File: src/rtl/mtt_pkg.sv
// Shared types, constants and status codes for the timer table.
`default_nettype none

package mtt_pkg;

    // Default capacity of the timer table.
    localparam int MAX_TIMERS_DEF = 16;

    // Most fired results reported for one tick.
    localparam int RESULT_CAP = 16;
    localparam int NREP_W     = $clog2(RESULT_CAP + 1);

    // Field widths of one timer entry.
    localparam int PERIOD_W = 16;
    localparam int TAG_W    = 32;
    localparam int STATUS_W = 2;

    // Result status codes.
    localparam logic [STATUS_W-1:0] ST_OK    = 2'd0;
    localparam logic [STATUS_W-1:0] ST_FULL  = 2'd1;
    localparam logic [STATUS_W-1:0] ST_FIRED = 2'd2;

    // Input item kinds.
    localparam logic KIND_ADD  = 1'b0;
    localparam logic KIND_TICK = 1'b1;

    // One stored timer.
    typedef struct packed {
        logic [PERIOD_W-1:0] period;
        logic [PERIOD_W-1:0] count;
        logic [TAG_W-1:0]    tag;
        logic                once;
    } entry_t;

    // Control states, one-hot.
    typedef enum logic [1:0] {
        S_IDLE = 2'b01,
        S_WALK = 2'b10
    } state_t;

endpackage

`default_nettype wire

File: src/rtl/mtt_item_if.sv
// Input channel carrying add and tick items.
`default_nettype none

interface mtt_item_if;
    logic                        valid;
    logic                        ready;
    logic                        kind;
    logic [mtt_pkg::PERIOD_W-1:0] period;
    logic [mtt_pkg::TAG_W-1:0]    tag;
    logic                        one_shot;

    modport source (output valid, output kind, output period, output tag,
                    output one_shot, input ready);
    modport sink   (input valid, input kind, input period, input tag,
                    input one_shot, output ready);
endinterface

`default_nettype wire

File: src/rtl/mtt_result_if.sv
// Output channel carrying add answers and fired timer results.
`default_nettype none

interface mtt_result_if;
    logic                         valid;
    logic                         ready;
    logic [mtt_pkg::STATUS_W-1:0] status;
    logic [mtt_pkg::TAG_W-1:0]    fired_tag;
    logic                         last;

    modport source (output valid, output status, output fired_tag, output last,
                    input ready);
    modport sink   (input valid, input status, input fired_tag, input last,
                    output ready);
endinterface

`default_nettype wire

File: src/rtl/multi_timer_table.sv
// Timer table: up to MAX_TIMERS timers in insertion order, stored in one synchronous memory.
//
// An add item answers with exactly one result (accepted or full, last set).
// A tick walks the stored timers through the single memory read port, one entry per cycle
// unless a firing must wait for a busy output. The entries are read in order, each one is
// processed from the registered read data, and after the last one the walk closes and
// loads the final result; only then can the next item be transferred. Each entry is read,
// its count advanced, and it is written back in compacted position, so one-shot timers
// that fire drop out while the order of the others is kept. Fired results are held back
// by one so that the final one of a tick carries last; a tick in which nothing fires gives
// no result. New items are taken only between ticks, when the output register is free or
// being emptied.
`default_nettype none

module multi_timer_table #(
    parameter int MAX_TIMERS = mtt_pkg::MAX_TIMERS_DEF
) (
    input  wire          clk,
    input  wire          rst_n,
    mtt_item_if.sink     items,
    mtt_result_if.source results
);

    localparam int IDX_W = (MAX_TIMERS > 1) ? $clog2(MAX_TIMERS) : 1;
    localparam int CNT_W = $clog2(MAX_TIMERS + 1);

    // Timer memory with registered read data.
    mtt_pkg::entry_t mem [MAX_TIMERS];
    mtt_pkg::entry_t rdata_reg;
    logic            mem_we;
    logic [IDX_W-1:0] mem_wa;
    mtt_pkg::entry_t mem_wd;
    logic            mem_re;
    logic [IDX_W-1:0] mem_ra;

    // Control and walk state.
    mtt_pkg::state_t state_reg, state_next;
    logic [CNT_W-1:0] used_reg, used_next;
    logic [CNT_W-1:0] rd_idx_reg, rd_idx_next;
    logic [CNT_W-1:0] wr_idx_reg, wr_idx_next;
    logic             proc_v_reg, proc_v_next;
    logic             pend_v_reg, pend_v_next;
    logic [mtt_pkg::TAG_W-1:0]  pend_tag_reg, pend_tag_next;
    logic [mtt_pkg::NREP_W-1:0] nrep_reg, nrep_next;

    // Output register.
    logic                         out_v_reg, out_v_next;
    logic [mtt_pkg::STATUS_W-1:0] out_status_reg, out_status_next;
    logic [mtt_pkg::TAG_W-1:0]    out_tag_reg, out_tag_next;
    logic                         out_last_reg, out_last_next;
    logic                         out_load;

    // Per-entry update terms.
    logic                          out_free;
    logic                          in_xfer;
    logic [mtt_pkg::PERIOD_W-1:0]  cnt_inc;
    logic                          fire;
    logic                          keep;
    logic                          report;
    logic                          stall;
    logic                          advance;
    logic                          issue;
    logic                          walk_done;
    mtt_pkg::entry_t               upd_entry;
    mtt_pkg::entry_t               add_entry;

    // Handshake terms.
    assign out_free    = !out_v_reg || results.ready;
    assign items.ready = (state_reg == mtt_pkg::S_IDLE) && out_free;
    assign in_xfer     = items.valid && items.ready;

    assign results.valid     = out_v_reg;
    assign results.status    = out_status_reg;
    assign results.fired_tag = out_tag_reg;
    assign results.last      = out_last_reg;

    // Count update of the entry in the processing stage; the count saturates.
    assign cnt_inc = (rdata_reg.count != '1) ? rdata_reg.count + 16'd1 : rdata_reg.count;
    assign fire    = (rdata_reg.period != '0) && (cnt_inc == rdata_reg.period);
    assign keep    = !(fire && rdata_reg.once);
    assign report  = proc_v_reg && fire && (nrep_reg < mtt_pkg::NREP_W'(mtt_pkg::RESULT_CAP));

    always_comb
    begin
        upd_entry        = rdata_reg;
        upd_entry.count  = fire ? '0 : cnt_inc;
        add_entry.period = items.period;
        add_entry.count  = '0;
        add_entry.tag    = items.tag;
        add_entry.once   = items.one_shot;
    end

    // The walk halts when a new firing must push the held result into a busy output.
    assign stall     = report && pend_v_reg && !out_free;
    assign advance   = (state_reg == mtt_pkg::S_WALK) && !stall;
    assign issue     = advance && (rd_idx_reg < used_reg);
    assign walk_done = (state_reg == mtt_pkg::S_WALK) && !proc_v_reg && (rd_idx_reg == used_reg);

    assign mem_re = issue;
    assign mem_ra = rd_idx_reg[IDX_W-1:0];

    // Next-state logic for control, memory writes and the output register.
    always_comb
    begin
        state_next      = state_reg;
        used_next       = used_reg;
        rd_idx_next     = rd_idx_reg;
        wr_idx_next     = wr_idx_reg;
        proc_v_next     = proc_v_reg;
        pend_v_next     = pend_v_reg;
        pend_tag_next   = pend_tag_reg;
        nrep_next       = nrep_reg;
        mem_we          = 1'b0;
        mem_wa          = wr_idx_reg[IDX_W-1:0];
        mem_wd          = upd_entry;
        out_load        = 1'b0;
        out_status_next = out_status_reg;
        out_tag_next    = out_tag_reg;
        out_last_next   = out_last_reg;

        unique case (state_reg)
            mtt_pkg::S_IDLE:
            begin
                if (in_xfer && (items.kind == mtt_pkg::KIND_ADD))
                begin
                    out_load      = 1'b1;
                    out_tag_next  = '0;
                    out_last_next = 1'b1;
                    if (used_reg < CNT_W'(MAX_TIMERS))
                    begin
                        out_status_next = mtt_pkg::ST_OK;
                        mem_we          = 1'b1;
                        mem_wa          = used_reg[IDX_W-1:0];
                        mem_wd          = add_entry;
                        used_next       = used_reg + 1'b1;
                    end
                    else
                    begin
                        out_status_next = mtt_pkg::ST_FULL;
                    end
                end
                else if (in_xfer && (used_reg != '0))
                begin
                    state_next  = mtt_pkg::S_WALK;
                    rd_idx_next = '0;
                    wr_idx_next = '0;
                    nrep_next   = '0;
                    pend_v_next = 1'b0;
                    proc_v_next = 1'b0;
                end
            end
            mtt_pkg::S_WALK:
            begin
                if (advance)
                begin
                    proc_v_next = issue;
                    if (issue)
                    begin
                        rd_idx_next = rd_idx_reg + 1'b1;
                    end
                    // Write back the kept entry in its compacted place.
                    if (proc_v_reg && keep)
                    begin
                        mem_we      = 1'b1;
                        wr_idx_next = wr_idx_reg + 1'b1;
                    end
                    // A new firing pushes out the held one, which is then not the last.
                    if (report)
                    begin
                        nrep_next     = nrep_reg + 1'b1;
                        pend_v_next   = 1'b1;
                        pend_tag_next = rdata_reg.tag;
                        if (pend_v_reg)
                        begin
                            out_load        = 1'b1;
                            out_status_next = mtt_pkg::ST_FIRED;
                            out_tag_next    = pend_tag_reg;
                            out_last_next   = 1'b0;
                        end
                    end
                end
                // End of the walk: release the held firing as the last result.
                if (walk_done && (!pend_v_reg || out_free))
                begin
                    state_next  = mtt_pkg::S_IDLE;
                    used_next   = wr_idx_reg;
                    pend_v_next = 1'b0;
                    if (pend_v_reg)
                    begin
                        out_load        = 1'b1;
                        out_status_next = mtt_pkg::ST_FIRED;
                        out_tag_next    = pend_tag_reg;
                        out_last_next   = 1'b1;
                    end
                end
            end
            default:
            begin
                state_next = mtt_pkg::S_IDLE;
            end
        endcase

        if (out_load)
        begin
            out_v_next = 1'b1;
        end
        else if (results.ready)
        begin
            out_v_next = 1'b0;
        end
        else
        begin
            out_v_next = out_v_reg;
        end
    end

    // Timer memory: one write port, one registered read port.
    always_ff @(posedge clk)
    begin
        if (mem_we)
        begin
            mem[mem_wa] <= mem_wd;
        end
        if (mem_re)
        begin
            rdata_reg <= mem[mem_ra];
        end
    end

    // Control registers.
    always_ff @(posedge clk or negedge rst_n)
    begin
        if (!rst_n)
        begin
            state_reg  <= mtt_pkg::S_IDLE;
            used_reg   <= '0;
            rd_idx_reg <= '0;
            wr_idx_reg <= '0;
            proc_v_reg <= 1'b0;
            pend_v_reg <= 1'b0;
            nrep_reg   <= '0;
            out_v_reg  <= 1'b0;
        end
        else
        begin
            state_reg  <= state_next;
            used_reg   <= used_next;
            rd_idx_reg <= rd_idx_next;
            wr_idx_reg <= wr_idx_next;
            proc_v_reg <= proc_v_next;
            pend_v_reg <= pend_v_next;
            nrep_reg   <= nrep_next;
            out_v_reg  <= out_v_next;
        end
    end

    // Payload registers.
    always_ff @(posedge clk)
    begin
        pend_tag_reg   <= pend_tag_next;
        out_status_reg <= out_status_next;
        out_tag_reg    <= out_tag_next;
        out_last_reg   <= out_last_next;
    end

endmodule

`default_nettype wire

File: src/flat_wrapper.sv
// flat-port wrapper written by rule: the top's interface ports become plain ports
module multi_timer_table_flat 
#(
    parameter int MAX_TIMERS = mtt_pkg::MAX_TIMERS_DEF
)
  (clk, rst_n, items_valid, items_kind, items_period, items_tag, items_one_shot, items_ready, results_valid, results_status, results_fired_tag, results_last, results_ready);
  mtt_item_if items_i ();
  mtt_result_if results_i ();
  input  wire clk;
  input  wire rst_n;
  input wire logic [$bits(items_i.valid)-1:0] items_valid;
  input wire logic [$bits(items_i.kind)-1:0] items_kind;
  input wire logic [$bits(items_i.period)-1:0] items_period;
  input wire logic [$bits(items_i.tag)-1:0] items_tag;
  input wire logic [$bits(items_i.one_shot)-1:0] items_one_shot;
  output wire logic [$bits(items_i.ready)-1:0] items_ready;
  output wire logic [$bits(results_i.valid)-1:0] results_valid;
  output wire logic [$bits(results_i.status)-1:0] results_status;
  output wire logic [$bits(results_i.fired_tag)-1:0] results_fired_tag;
  output wire logic [$bits(results_i.last)-1:0] results_last;
  input wire logic [$bits(results_i.ready)-1:0] results_ready;
  assign items_i.valid = items_valid;
  assign items_i.kind = items_kind;
  assign items_i.period = items_period;
  assign items_i.tag = items_tag;
  assign items_i.one_shot = items_one_shot;
  assign items_ready = items_i.ready;
  assign results_valid = results_i.valid;
  assign results_status = results_i.status;
  assign results_fired_tag = results_i.fired_tag;
  assign results_last = results_i.last;
  assign results_i.ready = results_ready;
  multi_timer_table #(.MAX_TIMERS(MAX_TIMERS)) u_core (.clk(clk), .rst_n(rst_n), .items(items_i), .results(results_i));
endmodule
File: config.mk
export PLATFORM = sky130hd
export DESIGN_NAME = multi_timer_table_flat
export DESIGN_NICKNAME = d
export VERILOG_FILES = /design/src/rtl/mtt_pkg.sv /design/src/rtl/mtt_item_if.sv /design/src/rtl/mtt_result_if.sv /design/src/rtl/multi_timer_table.sv /design/src/flat_wrapper.sv
export SDC_FILE = /design/constraint.sdc
export NUM_CORES = 1
export LEC_CHECK = 0
export BUFFER_PORTS_ARGS = -buffer_cell sky130_fd_sc_hd__buf_4
export CORE_MARGIN = 1
export CORE_UTILIZATION = 50
export DETAILED_ROUTE_END_ITERATION = 10
export GPL_TIMING_DRIVEN = 0
export PLACE_DENSITY = 0.7
export SLEW_MARGIN = 20
export SYNTH_ARGS = -nofsm -noshare
export SYNTH_HDL_FRONTEND = slang
export SYNTH_SLANG_ARGS = --single-unit
File: constraint.sdc
create_clock -name clk -period 5.8 [get_ports clk]
set_input_delay 0 -clock clk [delete_from_list [all_inputs] [get_ports clk]]
set_output_delay 0 -clock clk [all_outputs]
set_load 0.01 [all_outputs]
==> run_results.csv, run 1 <==
group,metric,value,unit
routing,first_pass_iters,8,
yosys,ys_ff_latch,1197,
die,die_area,97000,sq um
worst_setup_path,worstPathRequired,6.23,ns
run,cap_violations,0,
clocking,ctsResizeCount,0,
yosys,async_reset_ff_frac,0.0209,
routing,vias_per_cell,6.37,
grt,track_usage,0.252,
worst_hold_path,hold_path_class,"primary input to register",
sta,whs,0.0243,ns
worst_setup_path,crit_chain,"ha_1, nand3_2, nor4_1, buf_2, o31ai_1, a211oi_1, nand4_2, o41a_4, a22oi_4, nor2_4, buf_16, buf_16, buf_16",
finish,largest_register_ffs,1040,
finish,n_antenna_cell,0,
clocking,cts_setup_buffers,0,
sta,fmax,193,MHz
routing,drt_iter0_markers,3356,
routing,wl_per_cell,30.2,um
pwr,powerDensity,414,nW/um^2
sta,post-route-min-period,5.18,ns
die,die_height,311,um
sta,finalHoldViolations,0,
yosys,synth_top_flop_cell,"edfxtp_1",
sta,setup_violations,0,
finish,syn_to_final_growth,16.8,%
routing,ant_nets,0,
worst_setup_path,critPathLaunchType,"register",
yosys,synth-edff-count,1172,
routing,drc,0,
die,io_pins,91,
yosys,synth_area,47900,sq um
die,initial_core_util,0.505,
clocking,cts_buffer_depth,3,
worst_setup_path,crit_buf_inv,4,
die,die_x,311,um
die,rows,113,
grt,grt_pass1_wl,176,mm
sta,setup_tns,0,ns
sta,fin_skew,0.0401,ns
yosys,synthTopCellsByArea,"edfxtp_1 74%, mux4_2 15%, nand2_1 2.0%",
worst_setup_path,slowest_stage,"o41a_4",
yosys,synth_sequential_area_ratio,0.748,
clocking,cts_max_level,3,
grt,antenna_found_initial,0,
pwr,ir_worst_vdd,0.000278,V
clocking,cts_root_buf,"clkbuf_16",
pwr,p_leak,18.2,nW
placed_design,portBuffers,90,
yosys,synth_top_area_share,0.735,
placed_design,dp_hpwl,76.0,mm
grt,grt_overflow,0,
clocking,clkTransAtPathRegs,0.06,ns
yosys,synth.distinct_cells,79,
yosys,ys_warn_count,0,
grt,grt_max_degree,34,
clocking,clock_latency,0.70,ns
outcome,status,"finished clean",
worst_setup_path,cp_top_family,"compound AO/OA/AOI/OAI gates",
finish,final_layout_size_suffix_gt1_frac,0.272,
worst_setup_path,critical-path-max-stage-delay,0.65,ns
worst_setup_path,worstPathArrival,5.61,ns
yosys,synth_area_per_cell,20.3,sq um
grt,grt_pass1_vias,25900,
finish,fillCellCount,6547,
yosys,synthCells,2362,
sta,rsz0062_at_grt,"false",
placed_design,gp_congestion,0.878,
sta,slew_headroom,0.219,
clocking,ctsHoldBuffers,26,
sta,slew_violations,0,
yosys,yosysTopAreaCell,"edfxtp_1",
clocking,cts_made_buffers,112,
clocking,cts_sinks,1197,
pwr,finalPower,23.1,mW
sta,finalCritPeriodShare,0.894,
yosys,synth_fp_nets,2429,
worst_setup_path,cp_max_fo,12,
worst_setup_path,critical_path.most_common_cell,"buf_16",
finish,final_nets,2727,
worst_setup_path,end_kind,"register",
die,core_area,94900,sq um
worst_setup_path,ff2ff_setup_slack,0.62,ns
worst_setup_path,worst-setup-path-type,"register to register",
sta,max_slew.worst_pin.slew,1.17,ns
clocking,cts_tree,"built",
routing,num_vias,25600,
routing,drt-total-wl,121,mm
## final cells by class
class | count | area [sq um] | area share
multi-input cells | 1015 | 11500 | 0.206
flip-flops and latches | 1197 | 35800 | 0.640
plain buffers | 135 | 631 | 0.0113
inverters | 15 | 56.3 | 0.00101
repair buffers | 184 | 2510 | 0.0450
clock inverters | 71 | 826 | 0.0148
clock buffers | 132 | 2960 | 0.0530
well taps | 1265 | 1580 | 0.0283
## tightest hold or removal path, cell delays in order
cell     delay (ns)
buf_4          0.08
nand2_1        0.04
nand2_1        0.35
## logic make-up (layout without fill, tap and decap cells)
logic type                 count (synthesis)  count (layout)  synth area share
DFF                                     1197            1197             0.748
and+or+nand+nor                          484             484            0.0476
muxes                                    362             362             0.161
buffers and inverters                    150             537            0.0137
AOI/OAI and AO/OA                        133             133            0.0219
xor gates and xnor gates                  23              23           0.00450
adders and majority gates                 13              13           0.00340
## layer usage
| metal | track usage | vias up | part of all wire |
|---|---|---|---|
| met1 | 0.345 | 13400 | 0.38 |
| met5 | 0 | - | 0 |
| met3 | 0.0411 | 290 | 0.092 |
| li1 | - | 10300 | - |
| met4 | 0.0952 | 0 | 0.038 |
| met2 | 0.412 | 1547 | 0.49 |
## synth_stat cells, types with 5 or more instances
master / number
a41oi_1: 5
a31oi_1: 8
mux4_2: 325
mux2i_1: 36
o211ai_1: 8
buf_2: 9
inv_1: 15
clkbuf_1: 86
nand2b_1: 6
nor2_1: 85
xnor2_1: 15
o31ai_1: 8
a21oi_1: 22
xor2_1: 7
o21ai_0: 14
nor4_1: 9
a2bb2oi_1: 32
ha_1: 13
nand4_1: 15
edfxtp_1: 1172
nor3_1: 8
dfrtp_1: 24
nand3_1: 16
nand2_1: 259
buf_1: 27
buf_6: 6
and3_1: 39
nand4_2: 5
## final timing paths
check,from,to,cells past startpoint
worst max-delay path,u_core.rdata_reg[33],u_core.mem[14][46],13
worst min-delay path,items_tag[10],u_core.mem[0][11],3
worst max register to register,u_core.rdata_reg[33],u_core.mem[14][46],13
worst min register to register,u_core.rdata_reg[3],u_core.pend_tag_reg[2],0
max in group asynchronous,rst_n,u_core.used_reg[1],4
min in group asynchronous,rst_n,u_core.nrep_reg[1],4
## stage by stage
step | cell area (sq um) | setup slack [ns] | util | instances
6_report | 55900 | 0.617 | 0.590 | 4014
5_1_grt | 55900 | 0.473 | 0.590 | 4014
4_1_cts | 55900 | 0.780 | 0.589 | 4011
3_5_place_dp | 51800 | 0.819 | 0.546 | 3782
3_3_place_gp | 50100 | -4.56 | 0.528 | 3717
2_1_floorplan | 47900 | 0.0302 | - | 2362
## report_power, final
part	leakage [nW]	internal (mW)	switching (mW)
clock network	1.86	4.43	3.14
logic	5.45	1.58	2.91
registers	10.9	10.8	0.281
total	18.2	16.8	6.34
## cells in the final DEF (no fill, tap or decap), types with 18 or more instances in the layout
cell type | Yosys | routed
nand2_1 | 259 | 258
clkbuf_1 | 86 | 88
clkbuf_16 | 0 | 116
clkbuf_2 | 1 | 22
mux4_2 | 325 | 325
and3_1 | 39 | 38
buf_16 | 0 | 32
clkinv_2 | 0 | 24
edfxtp_1 | 1172 | 1172
dlygate4sd3_1 | 0 | 26
clkinv_1 | 0 | 20
mux2i_1 | 36 | 36
a2bb2oi_1 | 32 | 32
bufinv_16 | 0 | 18
dfrtp_1 | 24 | 24
buf_12 | 0 | 33
a21oi_1 | 22 | 21
nor2_1 | 85 | 69
buf_4 | 3 | 94
(Power assumes the default switching activity.)
==> run 2: changes to the inputs <==
- CORE_MARGIN: 1 -> 2
- GPL_TIMING_DRIVEN: 0 -> 1
==> run_results.csv, run 2 (synthesis results as in run 1) <==
group,metric,value,unit
placed_design,portBuffers,90,
die,die_x,313,um
clocking,cts_tree,"built",
clocking,cts_max_level,3,
worst_setup_path,critical_path.most_common_cell,"buf_4",
finish,final_util,0.571,
die,die_height,313,um
finish,seq_area,35800,sq um
routing,ant_nets,0,
die,core_area,95000,sq um
worst_setup_path,r2r_cells,11,
worst_setup_path,rr_endpoint,"u_core.mem[6][9]",
clocking,cts_made_buffers,115,
sta,slew_violations,0,
worst_setup_path,worst-setup-path-type,"register to register",
placed_design,gp_congestion,0.907,
die,die_area,98200,sq um
worst_setup_path,cp_top_family,"compound AO/OA/AOI/OAI gates",
grt,grt_max_degree,153,
clocking,cts_sinks,1197,
routing,wl_per_cell,27.5,um
placed_design,dp_hpwl,57.5,mm
worst_setup_path,critPathLaunchType,"register",
worst_setup_path,ff2ff_setup_slack,1.18,ns
worst_setup_path,setup.worst_path.start,"u_core.rdata_reg[33]",
routing,vias_per_cell,6.20,
finish,layout_commonest_cell,"edfxtp_1",
worst_setup_path,reg2reg_from,"u_core.rdata_reg[33]",
finish,final_nets,2564,
die,rows,113,
clocking,ctsResizeCount,0,
sta,post-route-min-period,4.62,ns
worst_setup_path,critical-path-max-stage-delay,0.64,ns
routing,drt-total-wl,106,mm
die,initial_core_util,0.504,
finish,largest_register_ffs,1040,
sta,finalCritPeriodShare,0.796,
sta,setup_tns,0,ns
grt,grt_pass1_wl,160,mm
grt,antenna_found_initial,1,
finish,multiInputGateArea,11600,sq um
routing,drc,0,
clocking,clock_latency,0.69,ns
run,cap_violations,0,
finish,n_antenna_cell,0,
die,io_pins,91,
worst_setup_path,critPathCapture,"u_core.mem[6][9]",
worst_setup_path,critical_path_depth,11,
routing,first_pass_iters,8,
pwr,ir_worst_vdd,0.000331,V
sta,setup_violations,0,
worst_setup_path,crit_chain,"ha_1, nand3_2, nor4_2, buf_4, or4_2, a2111o_2, o41a_4, a22oi_4, nor2_4, buf_16, buf_4",
pwr,p_leak,17.5,nW
sta,fmax,217,MHz
grt,track_usage,0.220,
sta,fin_skew,0.0250,ns
worst_setup_path,crit_buf_inv,3,
finish,mostFrequentLayoutCells,"1172 x edfxtp_1, 325 x mux4_2, 258 x nand2_1, 117 x clkbuf_16, 116 x buf_4",
worst_setup_path,cp_max_fo,21,
sta,rsz0062_at_grt,"false",
pwr,powerDensity,417,nW/um^2
clocking,cts_root_buf,"clkbuf_16",
grt,grt_overflow,0,
worst_setup_path,slowest_stage,"or4_2",
worst_setup_path,end_kind,"register",
finish,syn_to_final_growth,13.3,%
outcome,status,"finished clean",
routing,drt_iter0_markers,3035,
sta,max_slew.worst_pin.slew,1.18,ns
sta,finalHoldViolations,0,
finish,final_layout_size_suffix_gt1_frac,0.268,
clocking,cts_buffer_depth,3,
clocking,clkTransAtPathRegs,0.06,ns
routing,num_vias,23900,
worst_setup_path,worstPathRequired,6.19,ns
grt,grt_pass1_vias,24300,
finish,fillCellCount,6826,
worst_setup_path,worstPathArrival,5.01,ns
worst_hold_path,hold_path_class,"primary input to register",
sta,slew_headroom,0.212,
-- run 2: how the worst min path moves through the flow --
stage,start,to,depth (start not counted)
final,items_tag[20],u_core.mem[9][21],3
after global routing,items_period[1],u_core.mem[4][50],3
after CTS,items_tag[16],u_core.mem[11][17],3
after detailed placement,rst_n,u_core.nrep_reg[1],1
after global placement,rst_n,u_core.nrep_reg[2],1
after floorplan,rst_n,u_core.nrep_reg[0],0
-- run 2: metrics by stage --
| step | hold WS, ns | std cells | area, sq um | total power [mW] | worst slack (ns) |
|---|---|---|---|---|---|
| final | 0.0287 | 3858 | 54200 | 22.6 | 1.18 |
| after global routing | 0.0718 | 3858 | 54200 | 23.5 | 1.03 |
| after CTS | 0.000689 | 3857 | 54200 | 22.7 | 1.18 |
| after detailed placement | -0.0645 | 3625 | 50300 | 15.4 | 1.23 |
| after global placement | -0.0751 | 3624 | 50200 | 15.2 | 1.27 |
| after floorplan | -0.296 | 2362 | 47900 | 13.9 | 0.0302 |
-- run 2: power by group --
part	switching [mW]	internal, mW	total, mW	leakage (nW)
Sequential	0.362	10.8	11.2	10.9
Combinational	2.58	1.47	4.05	4.74
Clock	3.15	4.25	7.40	1.84
-- run 2: metal layers --
layer / GRT usage / up-vias / routed length, um
li1: - / 9984 / -
met1: 0.326 / 12700 / 44300
met2: 0.350 / 1076 / 52100
met3: 0.0328 / 150 / 8120
met4: 0.0505 / 0 / 1720
met5: 0 / - / 0
-- run 2: area by class of cell --
type / count / share of cell area
clock inverters: 82 / 0.0137
repair buffers: 153 / 0.0265
clock buffers: 131 / 0.0550
multi-input cells: 1015 / 0.214
well taps: 1265 / 0.0292
flip-flops and latches: 1197 / 0.661
inverters: 15 / 0.00104
-- run 2: repair_timing --
item                      CTS  global route
hold endpoints to repair  178             0
buffers inserted            0             0
hold buffers               19             0
-- run 2: worst min-delay path, delay by kind of cell --
family | cells | cell delay (ns)
buffers and inverters | 1 | 0.09
AND/OR/NAND/NOR | 2 | 0.39
